==> src/rtl/core/two_watched_literal_clause_tracker_core_assert.svh <==
// Assertion macros for the clause tracker core.
// Used by the top level only; needs clk and rst_n in scope.
`ifndef TWO_WATCHED_LITERAL_CLAUSE_TRACKER_CORE_ASSERT_SVH
`define TWO_WATCHED_LITERAL_CLAUSE_TRACKER_CORE_ASSERT_SVH
// Implication checked on every clock edge outside reset.
`define TWLC_ASSERT_IMPL(label, ante, cons) \
  label: assert property (@(posedge clk) disable iff (!rst_n) (ante) |-> (cons)) \
    else $error("assertion failed");
// Next-cycle implication checked outside reset.
`define TWLC_ASSERT_NEXT(label, ante, cons) \
  label: assert property (@(posedge clk) disable iff (!rst_n) (ante) |=> (cons)) \
    else $error("assertion failed");
`endif

==> src/rtl/core/twlc_pkg.sv <==
// Shared types and constants for the clause tracker core.
// No dependencies.
`timescale 1ns / 1ps
package twlc_pkg;
  localparam logic [2:0] OP_CLEAR   = 3'd0;
  localparam logic [2:0] OP_APPEND  = 3'd1;
  localparam logic [2:0] OP_WRITE   = 3'd2;
  localparam logic [2:0] OP_UPDATE  = 3'd3;
  localparam logic [2:0] OP_RESCAN  = 3'd4;

  localparam logic [1:0] VAL_UNASSIGNED = 2'd0;
  localparam logic [1:0] VAL_FALSE      = 2'd1;
  localparam logic [1:0] VAL_TRUE       = 2'd2;

  localparam logic [1:0] ST_UNDECIDED = 2'd0;
  localparam logic [1:0] ST_SATISFIED = 2'd1;
  localparam logic [1:0] ST_UNIT      = 2'd2;
  localparam logic [1:0] ST_UNSAT     = 2'd3;

  typedef enum logic [3:0] {
    S_CLEARMEM, S_IDLE, S_SCAN_ADDR, S_SCAN_LIT, S_SCAN_VAL,
    S_UPD_W1, S_UPD_W2, S_UPD_DEC, S_OUT
  } state_t;
endpackage

==> src/rtl/core/two_watched_literal_clause_tracker_core.sv <==
// Top level of the two-watched-literal clause tracker.
// Depends on twlc_pkg, twlc_ram and the assertion macro header.
`timescale 1ns / 1ps
//
// Usage: one word enters on the in_ channel (opcode, variable, value,
// polarity, satisfies) and exactly one word leaves on the out_ channel with
// the clause status and both watch positions after that word.
// Work is one word at a time; in_ready is low from acceptance until the
// result is registered in the output stage.
// Clear, append and write go from idle straight to the output state.
// Write-and-update and rescan walk the clause over the literal memory and
// the assignment memory, each literal in turn through the ADDR, LIT and
// VAL scan states, as each memory has a single read port. Rescan walks
// it once; the update with satisfies low may walk it twice (one search
// per watch).
// Reset: the assignment memory is swept to unassigned, one entry a cycle,
// while in_ready stays low. Status resets to unsatisfied with no watches
// and an empty clause.
// Stall: the result holds in out_ registers until out_ready; a new word may
// be accepted while that result waits, but it only finishes after it leaves.
//
module two_watched_literal_clause_tracker_core #(
  parameter int MAX_LITERALS  = 16,
  parameter int NUM_VARIABLES = 1024
) (
  input  logic       clk,
  input  logic       rst_n,
  input  logic       in_valid,
  output logic       in_ready,
  input  logic [2:0] in_opcode,
  input  logic [9:0] in_variable,
  input  logic [1:0] in_value,
  input  logic       in_polarity,
  input  logic       in_satisfies,
  output logic       out_valid,
  input  logic       out_ready,
  output logic [1:0] out_clause_state,
  output logic       out_first_valid,
  output logic [3:0] out_first_position,
  output logic       out_second_valid,
  output logic [3:0] out_second_position
);
  `include "two_watched_literal_clause_tracker_core_assert.svh"

  localparam int LW = $clog2(MAX_LITERALS);
  localparam int CW = $clog2(MAX_LITERALS + 1);
  localparam int VW = $clog2(NUM_VARIABLES);
  localparam int VDW = ($clog2(NUM_VARIABLES + 1) > 10) ? $clog2(NUM_VARIABLES + 1) : 10;

  // stored request
  logic [2:0]  op_r;
  logic [9:0]  var_r;
  logic [1:0]  val_r;
  logic        pol_r, sat_r;

  logic [CW-1:0] count_r, count_nxt;
  logic [LW-1:0] fw_r, fw_nxt, sw_r, sw_nxt;
  logic          fp_r, fp_nxt, sp_r, sp_nxt;
  logic [1:0]    status_r, status_nxt;
  twlc_pkg::state_t state_r, state_nxt;

  // scan state
  logic [CW-1:0] idx_r, idx_nxt;
  logic          pass_r, pass_nxt;    // update: 0 first search, 1 second
  logic          hit_r, hit_nxt;
  logic [LW-1:0] hidx_r, hidx_nxt;
  logic [10:0]   lit_r, lit_nxt;      // literal latched for value compare
  logic [VW-1:0] clr_r;
  // watch evaluation results (captured from the watched literals)
  logic          w1sat_r, w1sat_nxt, w1uns_r, w1uns_nxt, w1var_r, w1var_nxt;
  logic          w2sat_r, w2sat_nxt, w2uns_r, w2uns_nxt, w2var_r, w2var_nxt;
  logic          on1_r, on1_nxt, on2_r, on2_nxt;

  // memories
  logic          lm_we;
  logic [LW-1:0] lm_waddr, lm_raddr;
  logic [10:0]   lm_wdata, lm_rdata;
  logic          am_we;
  logic [VW-1:0] am_waddr, am_raddr;
  logic [1:0]    am_wdata, am_rdata;

  twlc_ram #(.WIDTH(11), .DEPTH(MAX_LITERALS)) u_lit_ram (
    .clk(clk), .we(lm_we), .waddr(lm_waddr), .wdata(lm_wdata),
    .raddr(lm_raddr), .rdata(lm_rdata));
  twlc_ram #(.WIDTH(2), .DEPTH(NUM_VARIABLES)) u_asg_ram (
    .clk(clk), .we(am_we), .waddr(am_waddr), .wdata(am_wdata),
    .raddr(am_raddr), .rdata(am_rdata));

  logic out_vld_r;
  logic [1:0] o_st_r;
  logic o_fv_r, o_sv_r;
  logic [3:0] o_fp_r, o_sp_r;

  // literal fields and variable range
  logic [VDW-1:0] lvar_ext, rvar_ext;
  logic           lvar_ok, rvar_ok;
  logic [1:0]     lval;           // value of latched literal's variable
  logic           ltrue;
  assign lvar_ext = VDW'(lit_r[10:1]);
  assign rvar_ext = VDW'(var_r);
  assign lvar_ok  = lvar_ext < VDW'(NUM_VARIABLES);
  assign rvar_ok  = rvar_ext < VDW'(NUM_VARIABLES);
  assign lval     = lvar_ok ? am_rdata : twlc_pkg::VAL_UNASSIGNED;
  assign ltrue    = lit_r[0] ? (lval == twlc_pkg::VAL_TRUE) : (lval == twlc_pkg::VAL_FALSE);

  logic          in_acc;
  logic [CW-1:0] idx_last;
  logic [1:0]    val_wr;
  assign in_acc   = in_valid && in_ready;
  assign in_ready = (state_r == twlc_pkg::S_IDLE);
  assign idx_last = count_r - CW'(1);
  assign val_wr   = (val_r == 2'd3) ? twlc_pkg::VAL_UNASSIGNED : val_r;

  always_ff @(posedge clk) begin
    if (!rst_n) begin
      state_r  <= twlc_pkg::S_CLEARMEM;
      clr_r    <= '0;
      count_r  <= '0;
      fp_r     <= 1'b0;
      sp_r     <= 1'b0;
      fw_r     <= '0;
      sw_r     <= '0;
      status_r <= twlc_pkg::ST_UNSAT;
      out_vld_r <= 1'b0;
    end else begin
      state_r  <= state_nxt;
      if (state_r == twlc_pkg::S_CLEARMEM) clr_r <= clr_r + VW'(1);
      count_r  <= count_nxt;
      fp_r <= fp_nxt; sp_r <= sp_nxt; fw_r <= fw_nxt; sw_r <= sw_nxt;
      status_r <= status_nxt;
      if (state_r == twlc_pkg::S_OUT && (!out_vld_r || out_ready)) begin
        out_vld_r <= 1'b1;
      end else if (out_ready) begin
        out_vld_r <= 1'b0;
      end
    end
  end

  always_ff @(posedge clk) begin
    if (in_acc) begin
      op_r <= in_opcode; var_r <= in_variable; val_r <= in_value;
      pol_r <= in_polarity; sat_r <= in_satisfies;
    end
    idx_r <= idx_nxt; pass_r <= pass_nxt; hit_r <= hit_nxt; hidx_r <= hidx_nxt;
    lit_r <= lit_nxt;
    w1sat_r <= w1sat_nxt; w1uns_r <= w1uns_nxt; w1var_r <= w1var_nxt;
    w2sat_r <= w2sat_nxt; w2uns_r <= w2uns_nxt; w2var_r <= w2var_nxt;
    on1_r <= on1_nxt; on2_r <= on2_nxt;
    if (state_r == twlc_pkg::S_OUT && (!out_vld_r || out_ready)) begin
      o_st_r <= status_nxt;
      o_fv_r <= fp_nxt; o_sv_r <= sp_nxt;
      o_fp_r <= fp_nxt ? 4'(fw_nxt) : 4'd0;
      o_sp_r <= sp_nxt ? 4'(sw_nxt) : 4'd0;
    end
  end

  assign out_valid           = out_vld_r;
  assign out_clause_state    = o_st_r;
  assign out_first_valid     = o_fv_r;
  assign out_first_position  = o_fp_r;
  assign out_second_valid    = o_sv_r;
  assign out_second_position = o_sp_r;

  // Sequencer. Update writes the variable, evaluates both watches (W1, W2 read
  // the two watched literals, DEC decides), then scans if needed. Each scan step:
  // ADDR reads the literal, LIT latches it and reads its variable, VAL evaluates.
  always_comb begin
    logic lmatch;
    logic fw_uns_eff;
    logic scan_restart;
    state_nxt = state_r;
    count_nxt = count_r;
    fw_nxt = fw_r; sw_nxt = sw_r; fp_nxt = fp_r; sp_nxt = sp_r;
    status_nxt = status_r;
    idx_nxt = idx_r; pass_nxt = pass_r; hit_nxt = hit_r; hidx_nxt = hidx_r;
    lit_nxt = lit_r;
    w1sat_nxt = w1sat_r; w1uns_nxt = w1uns_r; w1var_nxt = w1var_r;
    w2sat_nxt = w2sat_r; w2uns_nxt = w2uns_r; w2var_nxt = w2var_r;
    on1_nxt = on1_r; on2_nxt = on2_r;
    lm_we = 1'b0; lm_waddr = count_r[LW-1:0]; lm_wdata = {var_r, pol_r};
    lm_raddr = idx_r[LW-1:0];
    am_we = 1'b0; am_waddr = var_r[VW-1:0]; am_wdata = val_wr;
    lmatch = (lit_r[10:1] == var_r) && (lit_r[0] == (val_r == twlc_pkg::VAL_TRUE));
    fw_uns_eff = 1'b0;
    scan_restart = 1'b0;
    unique case (state_r)
      twlc_pkg::S_CLEARMEM: begin
        am_we = 1'b1; am_waddr = clr_r; am_wdata = twlc_pkg::VAL_UNASSIGNED;
        if (clr_r == VW'(NUM_VARIABLES - 1)) state_nxt = twlc_pkg::S_IDLE;
      end
      twlc_pkg::S_IDLE: begin
        if (in_acc) begin
          idx_nxt = '0; pass_nxt = 1'b0; hit_nxt = 1'b0; hidx_nxt = '0;
          unique case (in_opcode)
            twlc_pkg::OP_UPDATE: state_nxt = twlc_pkg::S_UPD_W1;
            twlc_pkg::OP_RESCAN: begin
              fp_nxt = 1'b0; sp_nxt = 1'b0; fw_nxt = '0; sw_nxt = '0;
              state_nxt = (count_r == '0) ? twlc_pkg::S_UPD_DEC : twlc_pkg::S_SCAN_ADDR;
            end
            default: state_nxt = twlc_pkg::S_OUT;
          endcase
        end
      end
      twlc_pkg::S_UPD_W1: begin
        // write the variable first, then read the first watched literal
        if (rvar_ok) am_we = 1'b1;
        lm_raddr = fw_r;
        state_nxt = twlc_pkg::S_UPD_W2;
      end
      twlc_pkg::S_UPD_W2: begin
        lit_nxt = lm_rdata;
        lm_raddr = sw_r;
        state_nxt = twlc_pkg::S_UPD_DEC;
        pass_nxt = 1'b0;
      end
      twlc_pkg::S_UPD_DEC: begin
        if (op_r == twlc_pkg::OP_RESCAN) begin
          status_nxt = (fp_r && w1sat_r) ? twlc_pkg::ST_SATISFIED :
                       sp_r ? twlc_pkg::ST_UNDECIDED :
                       fp_r ? twlc_pkg::ST_UNIT : twlc_pkg::ST_UNSAT;
          state_nxt = twlc_pkg::S_OUT;
        end else if (!pass_r) begin
          // evaluate first watch from lit_r/am_rdata, fetch second
          w1sat_nxt = fp_r && ltrue;
          w1uns_nxt = !fp_r || (lval != twlc_pkg::VAL_UNASSIGNED && !ltrue);
          w1var_nxt = fp_r && (lit_r[10:1] == var_r);
          on1_nxt   = fp_r && lmatch;
          lit_nxt = lm_rdata;
          pass_nxt = 1'b1;
        end else begin
          w2sat_nxt = sp_r && ltrue;
          w2uns_nxt = !sp_r || (lval != twlc_pkg::VAL_UNASSIGNED && !ltrue);
          w2var_nxt = sp_r && (lit_r[10:1] == var_r);
          on2_nxt   = sp_r && lmatch;
          pass_nxt = 1'b0;
          idx_nxt = '0;
          hit_nxt = 1'b0;
          if (sat_r) begin
            if (status_r != twlc_pkg::ST_SATISFIED && !on1_r && !(sp_r && lmatch)
                && count_r != '0) begin
              state_nxt = twlc_pkg::S_SCAN_ADDR;
            end else begin
              status_nxt = twlc_pkg::ST_SATISFIED;
              state_nxt = twlc_pkg::S_OUT;
            end
          end else if (fp_r && !w1var_r && sp_r && (lit_r[10:1] != var_r)) begin
            state_nxt = twlc_pkg::S_OUT;
          end else if (w1uns_r) begin
            // search a new first watch
            fp_nxt = 1'b0; fw_nxt = '0;
            w2uns_nxt = !sp_r || (lval != twlc_pkg::VAL_UNASSIGNED && !ltrue);
            state_nxt = (count_r == '0) ? twlc_pkg::S_OUT : twlc_pkg::S_SCAN_ADDR;
            pass_nxt = 1'b0;
            if (count_r == '0) begin
              sp_nxt = 1'b0; sw_nxt = '0;
              status_nxt = twlc_pkg::ST_UNSAT;
            end
          end else begin
            fw_uns_eff = (sp_r == fp_r && sw_r == fw_r) ||
                         (!sp_r || (lval != twlc_pkg::VAL_UNASSIGNED && !ltrue));
            if (fw_uns_eff) begin
              sp_nxt = 1'b0; sw_nxt = '0;
              pass_nxt = 1'b1;
              state_nxt = (count_r == '0) ? twlc_pkg::S_OUT : twlc_pkg::S_SCAN_ADDR;
            end else begin
              status_nxt = ((status_r == twlc_pkg::ST_SATISFIED) &&
                            (w1sat_r || (sp_r && ltrue))) ? twlc_pkg::ST_SATISFIED :
                           twlc_pkg::ST_UNDECIDED;
              state_nxt = twlc_pkg::S_OUT;
            end
          end
        end
      end
      twlc_pkg::S_SCAN_ADDR: begin
        lm_raddr = idx_r[LW-1:0];
        state_nxt = twlc_pkg::S_SCAN_LIT;
      end
      twlc_pkg::S_SCAN_LIT: begin
        lit_nxt = lm_rdata;
        state_nxt = twlc_pkg::S_SCAN_VAL;
      end
      twlc_pkg::S_SCAN_VAL: begin
        state_nxt = twlc_pkg::S_SCAN_ADDR;
        if (op_r == twlc_pkg::OP_RESCAN) begin
          if (ltrue) begin
            sw_nxt = fw_r; sp_nxt = fp_r; fw_nxt = idx_r[LW-1:0]; fp_nxt = 1'b1;
            w1sat_nxt = 1'b1;
          end else if (lval == twlc_pkg::VAL_UNASSIGNED) begin
            if (!fp_r) begin
              fw_nxt = idx_r[LW-1:0]; fp_nxt = 1'b1; w1sat_nxt = 1'b0;
            end else if (!sp_r) begin
              sw_nxt = idx_r[LW-1:0]; sp_nxt = 1'b1;
            end
          end
          if (idx_r == idx_last) state_nxt = twlc_pkg::S_UPD_DEC;
          if (idx_r == '0 && !ltrue && !(lval == twlc_pkg::VAL_UNASSIGNED))
            w1sat_nxt = 1'b0;
          if (idx_r == '0 && lval == twlc_pkg::VAL_UNASSIGNED) w1sat_nxt = 1'b0;
          if (idx_r == idx_last) pass_nxt = 1'b0;
        end else if (sat_r) begin
          if (lmatch) begin
            if (!w1sat_r) begin
              sw_nxt = fw_r; sp_nxt = fp_r; fw_nxt = idx_r[LW-1:0]; fp_nxt = 1'b1;
            end else if (!w2sat_r) begin
              sw_nxt = idx_r[LW-1:0]; sp_nxt = 1'b1;
            end
            status_nxt = twlc_pkg::ST_SATISFIED;
            state_nxt = twlc_pkg::S_OUT;
          end else if (idx_r == idx_last) begin
            status_nxt = twlc_pkg::ST_SATISFIED;
            state_nxt = twlc_pkg::S_OUT;
          end
        end else begin
          // pass 0: new first watch; pass 1: new second watch
          if (lval == twlc_pkg::VAL_UNASSIGNED &&
              !(pass_r && fp_r && idx_r[LW-1:0] == fw_r) && !hit_r) begin
            hit_nxt = 1'b1;
            if (!pass_r) begin
              fw_nxt = idx_r[LW-1:0]; fp_nxt = 1'b1;
            end else begin
              sw_nxt = idx_r[LW-1:0]; sp_nxt = 1'b1;
            end
          end
          if (idx_r == idx_last || (lval == twlc_pkg::VAL_UNASSIGNED &&
              !(pass_r && fp_r && idx_r[LW-1:0] == fw_r))) begin
            idx_nxt = '0;
            hit_nxt = 1'b0;
            if (!pass_r) begin
              // first watch done; decide whether the second needs a search
              pass_nxt = 1'b1;
              if ((sp_r == fp_nxt && (!sp_r || sw_r == fw_nxt)) || w2uns_r) begin
                sp_nxt = 1'b0; sw_nxt = '0;
                scan_restart = 1'b1;
              end else begin
                state_nxt = twlc_pkg::S_OUT;
                status_nxt = ((status_r == twlc_pkg::ST_SATISFIED) && w2sat_r) ?
                             twlc_pkg::ST_SATISFIED : twlc_pkg::ST_UNDECIDED;
              end
            end else begin
              state_nxt = twlc_pkg::S_OUT;
              status_nxt = ((status_r == twlc_pkg::ST_SATISFIED) &&
                            ((fp_nxt && !w1uns_r && w1sat_r))) ? twlc_pkg::ST_SATISFIED :
                           sp_nxt ? twlc_pkg::ST_UNDECIDED :
                           fp_nxt ? twlc_pkg::ST_UNIT : twlc_pkg::ST_UNSAT;
            end
          end
        end
        // advance to the next literal unless the second search starts over
        if (state_nxt == twlc_pkg::S_SCAN_ADDR && !scan_restart)
          idx_nxt = idx_r + CW'(1);
      end
      twlc_pkg::S_OUT: begin
        if (!out_vld_r || out_ready) begin
          state_nxt = twlc_pkg::S_IDLE;
          unique case (op_r)
            twlc_pkg::OP_CLEAR: begin
              count_nxt = '0; fp_nxt = 1'b0; sp_nxt = 1'b0; fw_nxt = '0; sw_nxt = '0;
              status_nxt = twlc_pkg::ST_UNSAT;
            end
            twlc_pkg::OP_APPEND: begin
              if (count_r < CW'(MAX_LITERALS)) begin
                lm_we = 1'b1;
                count_nxt = count_r + CW'(1);
                fw_nxt = '0; fp_nxt = 1'b1;
                sp_nxt = (count_r != '0);
                sw_nxt = (count_r != '0) ? LW'(1) : '0;
                status_nxt = (count_r != '0) ? twlc_pkg::ST_UNDECIDED : twlc_pkg::ST_UNIT;
              end
            end
            twlc_pkg::OP_WRITE: am_we = rvar_ok;
            default: ;
          endcase
        end
      end
      default: state_nxt = twlc_pkg::S_IDLE;
    endcase
    // read the variable of the literal latched at this edge
    am_raddr = lit_nxt[VW:1];
  end

  // Results for clear/append are committed in S_OUT; present them directly.
  `TWLC_ASSERT_IMPL(a_ready_idle, in_ready, state_r == twlc_pkg::S_IDLE)
  `TWLC_ASSERT_NEXT(a_hold_out, out_valid && !out_ready, out_valid)
  `TWLC_ASSERT_IMPL(a_count_cap, 1'b1, count_r <= CW'(MAX_LITERALS))
endmodule

==> src/rtl/core/twlc_ram.sv <==
// Generic single-port-write, single-read RAM with registered read.
// No dependencies.
`timescale 1ns / 1ps
module twlc_ram #(
  parameter int WIDTH = 8,
  parameter int DEPTH = 16
) (
  input  logic                     clk,
  input  logic                     we,
  input  logic [$clog2(DEPTH)-1:0] waddr,
  input  logic [WIDTH-1:0]         wdata,
  input  logic [$clog2(DEPTH)-1:0] raddr,
  output logic [WIDTH-1:0]         rdata
);
  logic [WIDTH-1:0] mem [DEPTH];
  always_ff @(posedge clk) begin
    if (we) mem[waddr] <= wdata;
    rdata <= mem[raddr];
  end
endmodule

==> config.mk <==
export PLATFORM = sky130hd
export DESIGN_NAME = two_watched_literal_clause_tracker_core
export DESIGN_NICKNAME = d
export VERILOG_FILES = /design/src/rtl/core/twlc_pkg.sv /design/src/rtl/core/two_watched_literal_clause_tracker_core.sv /design/src/rtl/core/twlc_ram.sv
export VERILOG_INCLUDE_DIRS = /design/src /design/src/rtl/core
export SDC_FILE = /design/constraint.sdc
export NUM_CORES = 2
export LEC_CHECK = 0
export BUFFER_PORTS_ARGS = -buffer_cell sky130_fd_sc_hd__buf_2
export CORE_MARGIN = 2
export CORE_UTILIZATION = 25
export DETAILED_ROUTE_END_ITERATION = 8
export PLACE_DENSITY = 0.37
export SLEW_MARGIN = 25
export SYNTH_ARGS = -nofsm -noshare
export SYNTH_HDL_FRONTEND = slang
export SYNTH_SLANG_ARGS = --single-unit
export TNS_END_PERCENT = 20
==> constraint.sdc <==
create_clock -name clk -period 70.4 [get_ports clk]
set_input_delay 3.52 -clock clk [delete_from_list [all_inputs] [get_ports clk]]
set_output_delay 3.52 -clock clk [all_outputs]
set_load 0.1 [all_outputs]
==> results summary <==
The flow ran to the end, and the final reports show no timing, DRC or antenna violations. Relative to the synthesized area, the layout overhead comes to 15.48%. The final HPWL from detailed placement is 208800 um.

The areal power density over the cells is 26.56 nW/um2. The headroom to the max-slew limit came out at 0.1939. The critical path start-end classification is flip-flop to flip-flop. The initial utilization of the core area, before any placement, comes to 0.2516. Buffers added to address setup during post-CTS repair amount to 0. In the synthesized netlist the dominant register cell turns out to be edfxtp_1. The clock latency on the worst-skew pair is 900 ps.

Prior to clock tree synthesis, the placed netlist has a worst setup slack of 62970 ps. The switching power came out at 0.6594 mW. Of the total power, the share spent switching nets is 0.2212. The actual slew at the worst max-slew pin came out at 1205 ps. The initial antenna violation count is 24. The wire length of the first global-routing pass is 506300 um. The required arrival time at the worst endpoint is 71150 ps. After detailed routing, the number of vias per cell comes to 4.896. The maximum resistive drop on vdd is 0.01804 mV. The setup skew after layout is 35.51 ps. The setup-violating endpoint count in the final report is 0. The relative contribution of the clock network to total power came out at 0.467. The area of the placeable core is 386300 um2. The combinational fraction of design power is 0.031. The largest stage delay on the critical path came out at 930 ps. Setup repair after global routing left no endpoint under its margin.

The count of antenna-violating nets left after detailed routing is 0. In this run, synthesis produced a sequential element count of 2322. The average wire length per cell after detail routing came out at 27.71 um. Summed over all layers, the global routing overflow is 0. The number of buffers and inverters on the critical path is 5. In the final layout, the share of cells above drive strength 1 is 0.1025. Including well taps, the total number of placed cells is 12.59k. The longest clock path from root to sink contains 4 buffers. The maximum fanout encountered on the critical timing path came out at 34. The data arrival time of the critical path came out at 8220 ps.

The yosys synthesis warning count came out at 0. The die height came out at 627.5 um. The total vias in the final route came out at 64.05k.

The leakage power summed over all cells came out at 38.46 nW. The number of clock buffers inserted by TritonCTS is 277. The iteration-0 DRC count of the detailed router came out at 6073. The initialized floorplan defines 228 standard-cell rows. The via count of the first global-routing pass is 64.54k. Entering global routing, the biggest net connects 185 pins. The number of nets handed over by synthesis was 7782. The CTS sink count is 2322. For this run, the total global-route usage over all layers was measured as 0.1798. Each instance of the synthesized netlist takes up on average 12.53 um2. The post-synthesis sequential area ratio is 0.7119. In this run the worst hold path is classified as flip-flop to flip-flop. Yosys mapped the design onto 84 distinct sky130hd cell types. The CTS tree is done. The routability congestion estimate came out at 0.8048. The finished layout holds 13.08k standard cells, fillers aside. The worst setup path is captured at a flip-flop. The number of port buffers came out at 34. The final cycle utilization of the critical path is 0.1062. The number of slew-limit violations in the final report was 0. The worst setup path is launched from a flip-flop. In this run, post-CTS repair resized a total of 0 instances. Synthesis handed over a netlist of 7753 instances. The width of the chip came out at 627.5 um. The most used cell along the critical path is buf_4. The critical path goes through xor2_1 -> a22oi_4 -> inv_4 -> nand3_1 -> nand2_4 -> buf_4 -> buf_4 -> buf_4 -> buf_4 -> a222oi_1 -> a311oi_1 -> o211ai_1 -> nor3_1 -> o211ai_1 -> nor3_1 -> nor3_1. Across the run, the number of max-cap violations was 0. The number of hold violations in the final report is 0. For this design, the slowest cell found on the critical path is dfxtp_1. The area of the mapped netlist came out at 97170 um2. The worst path in the final design needs a cycle of 7475 ps, including I/O delays and setup. The number of optimization iterations in the first detailed-route pass is 6. Grouping stages by cell kind, the critical path spends the most delay in buffers and inverters.

The post-layout worst setup margin came out at 62920 ps. The area of the die is 393700 um2. Setup slack on the worst reg-to-reg path comes out at 62920 ps. 35 I/O pins were placed. The clock root buffer is clkbuf_16. For this run, design rule violations remaining after detail routing come to 0. Cell internal power was estimated by the tool at 2.322 mW. The sum of negative setup slack came out at 0 ps. The clock transition at the register clock pins on the worst setup and hold paths after CTS is 60 ps. The upper clock frequency limit came out at 0.1338 GHz. Yosys mapped a number of flops with a built-in enable equal to 2267. The number of levels the H-tree was split into came out at 5.

The proportion of register bits with asynchronous set or reset after synthesis is 0. The number of hold buffers added after CTS is 0. After the last flow step, the layout net total stands at 7722.

The layout has 39.55k filler cells. The total detailed-routing wirelength is 362500 um. The relative contribution of sequential cells to total power is 0.502.
[per-stage QoR]
step / hold slack (ps) / area (um2) / power, mW / util
global route: 527.9 / 112200 / 3.066 / 0.2905
detailed placement: 502.7 / 103600 / 1.620 / 0.2681
CTS: 514.1 / 112200 / 3.017 / 0.2904
floorplan: 467.4 / 97170 / 1.573 / -
global placement: 510.4 / 103500 / 1.621 / 0.2679
finish: 511.7 / 112200 / 2.981 / 0.2905
[final timing paths]
check / start / cells past startpoint / endpoint
setup / recovery: state_r[0] / 16 / u_asg_ram.rdata[0]
hold / removal: u_lit_ram.rdata[0] / 1 / lit_r[0]
setup reg to reg: state_r[0] / 16 / u_asg_ram.rdata[0]
hold reg to reg: u_lit_ram.rdata[0] / 1 / lit_r[0]
[area by class of cell]
type	count	area [um2]	area share
tap	5175	6475	0.05770
antenna	5	12.51	0.0001115
inverter	36	155.1	0.001383
multi-input combinational	4806	25840	0.2303
clock buffer	336	7267	0.06476
clock inverter	151	1318	0.01174
sequential	2322	69180	0.6164
timing repair buffer	250	1976	0.01760
[flip-flops by register name (all words and copies together), names as in the netlist, 2 cells and up]
signal / flops
out_clause_state: 2
out_second_position: 4
state_r: 4
count_r: 5
status_r: 2
idx_r: 5
u_asg_ram.rdata: 2
val_r: 2
u_lit_ram.rdata: 11
clr_r: 10
u_asg_ram.mem: 2048
op_r: 3
sw_r: 4
fw_r: 4
u_lit_ram.mem: 176
var_r: 10
out_first_position: 4
lit_r: 11
[cells in the final DEF (no fill, tap or decap), types with 50 or more instances in the layout]
cell type	Yosys	layout
a211oi_1	51	50
a21oi_1	116	114
a31oi_1	195	193
a32oi_1	75	75
buf_4	25	197
clkbuf_1	311	51
clkbuf_16	0	280
clkinv_1	1	64
dfxtp_1	55	55
edfxtp_1	2267	2267
mux2_2	51	51
mux2i_1	373	365
nand2_1	1555	1509
nand3_1	490	487
nand4_1	109	109
nor2_1	1165	1152
o21ai_0	110	107
o22ai_1	90	89
[worst reg2reg max path: stages (launching register included)]
cell      delay, ps
dfxtp_1         930
xor2_1          410
a22oi_4         200
inv_4           520
nand3_1         230
nand2_4         300
buf_4           440
buf_4           550
buf_4           590
buf_4           540
a222oi_1        330
a311oi_1        620
o211ai_1        140
nor3_1          220
o211ai_1        320
nor3_1          870
nor3_1          110
[Yosys cell counts, types with 7 or more instances]
cell type,number,area (um2)
edfxtp_1,2267,68080
nand2_1,1555,5837
nor2_1,1165,4373
nand3_1,490,2452
mux2i_1,373,3734
clkbuf_1,311,1167
a31oi_1,195,1220
buf_2,152,760.7
a21oi_1,116,580.6
o21ai_0,110,550.5
nand4_1,109,681.9
o22ai_1,90,563.0
buf_1,88,330.3
a32oi_1,75,656.9
dfxtp_1,55,1101
a211oi_1,51,382.9
mux2_2,51,574.3
and3_1,40,250.2
nor3_1,32,160.2
inv_1,31,116.4
a311oi_1,29,254.0
nand2b_1,29,181.4
buf_4,25,187.7
mux4_2,23,518.0
xnor2_1,22,192.7
o221ai_1,20,175.2
xor2_1,17,148.9
a22oi_1,13,97.59
and2_1,13,81.33
nand3b_1,12,90.09
o211ai_1,12,90.09
a222oi_1,11,110.1
nor4_1,11,68.82
a2111oi_0,10,87.58
buf_6,10,112.6
o31ai_1,9,67.56
or3_1,9,56.30
ha_1,8,100.1
nor2b_1,8,50.05
nor3b_1,8,60.06
a41oi_1,7,61.31
[layer usage]
metal,up-vias,routed length (um),GRT usage
met1,33510,164000,0.2492
met3,482,16530,0.01776
met5,-,0,0
met2,1786,172000,0.2994
met4,0,9927,0.04766
li1,28270,-,-
[power groups by stage]
stage | Clock (mW) | Sequential (mW) | Combinational, mW
3_5_place_dp | 0 | 1.53 | 0.0949
4_1_cts | 1.43 | 1.50 | 0.0952
2_1_floorplan | 0 | 1.52 | 0.0485
5_1_grt | 1.47 | 1.50 | 0.0986
3_3_place_gp | 0 | 1.53 | 0.0950
6_report | 1.39 | 1.50 | 0.0932
[kinds of logic after synthesis]
logic type,count (synthesis),synth area share
and+or+nand+nor,3500,0.1492
DFF,2322,0.7119
AOI/OAI and AO/OA,810,0.05615
buffers and inverters,625,0.02821
muxes,449,0.05004
xor gates and xnor gates,39,0.003515
adders and majority gates,8,0.001030
Note: power is estimated with default switching activity, not from simulation.
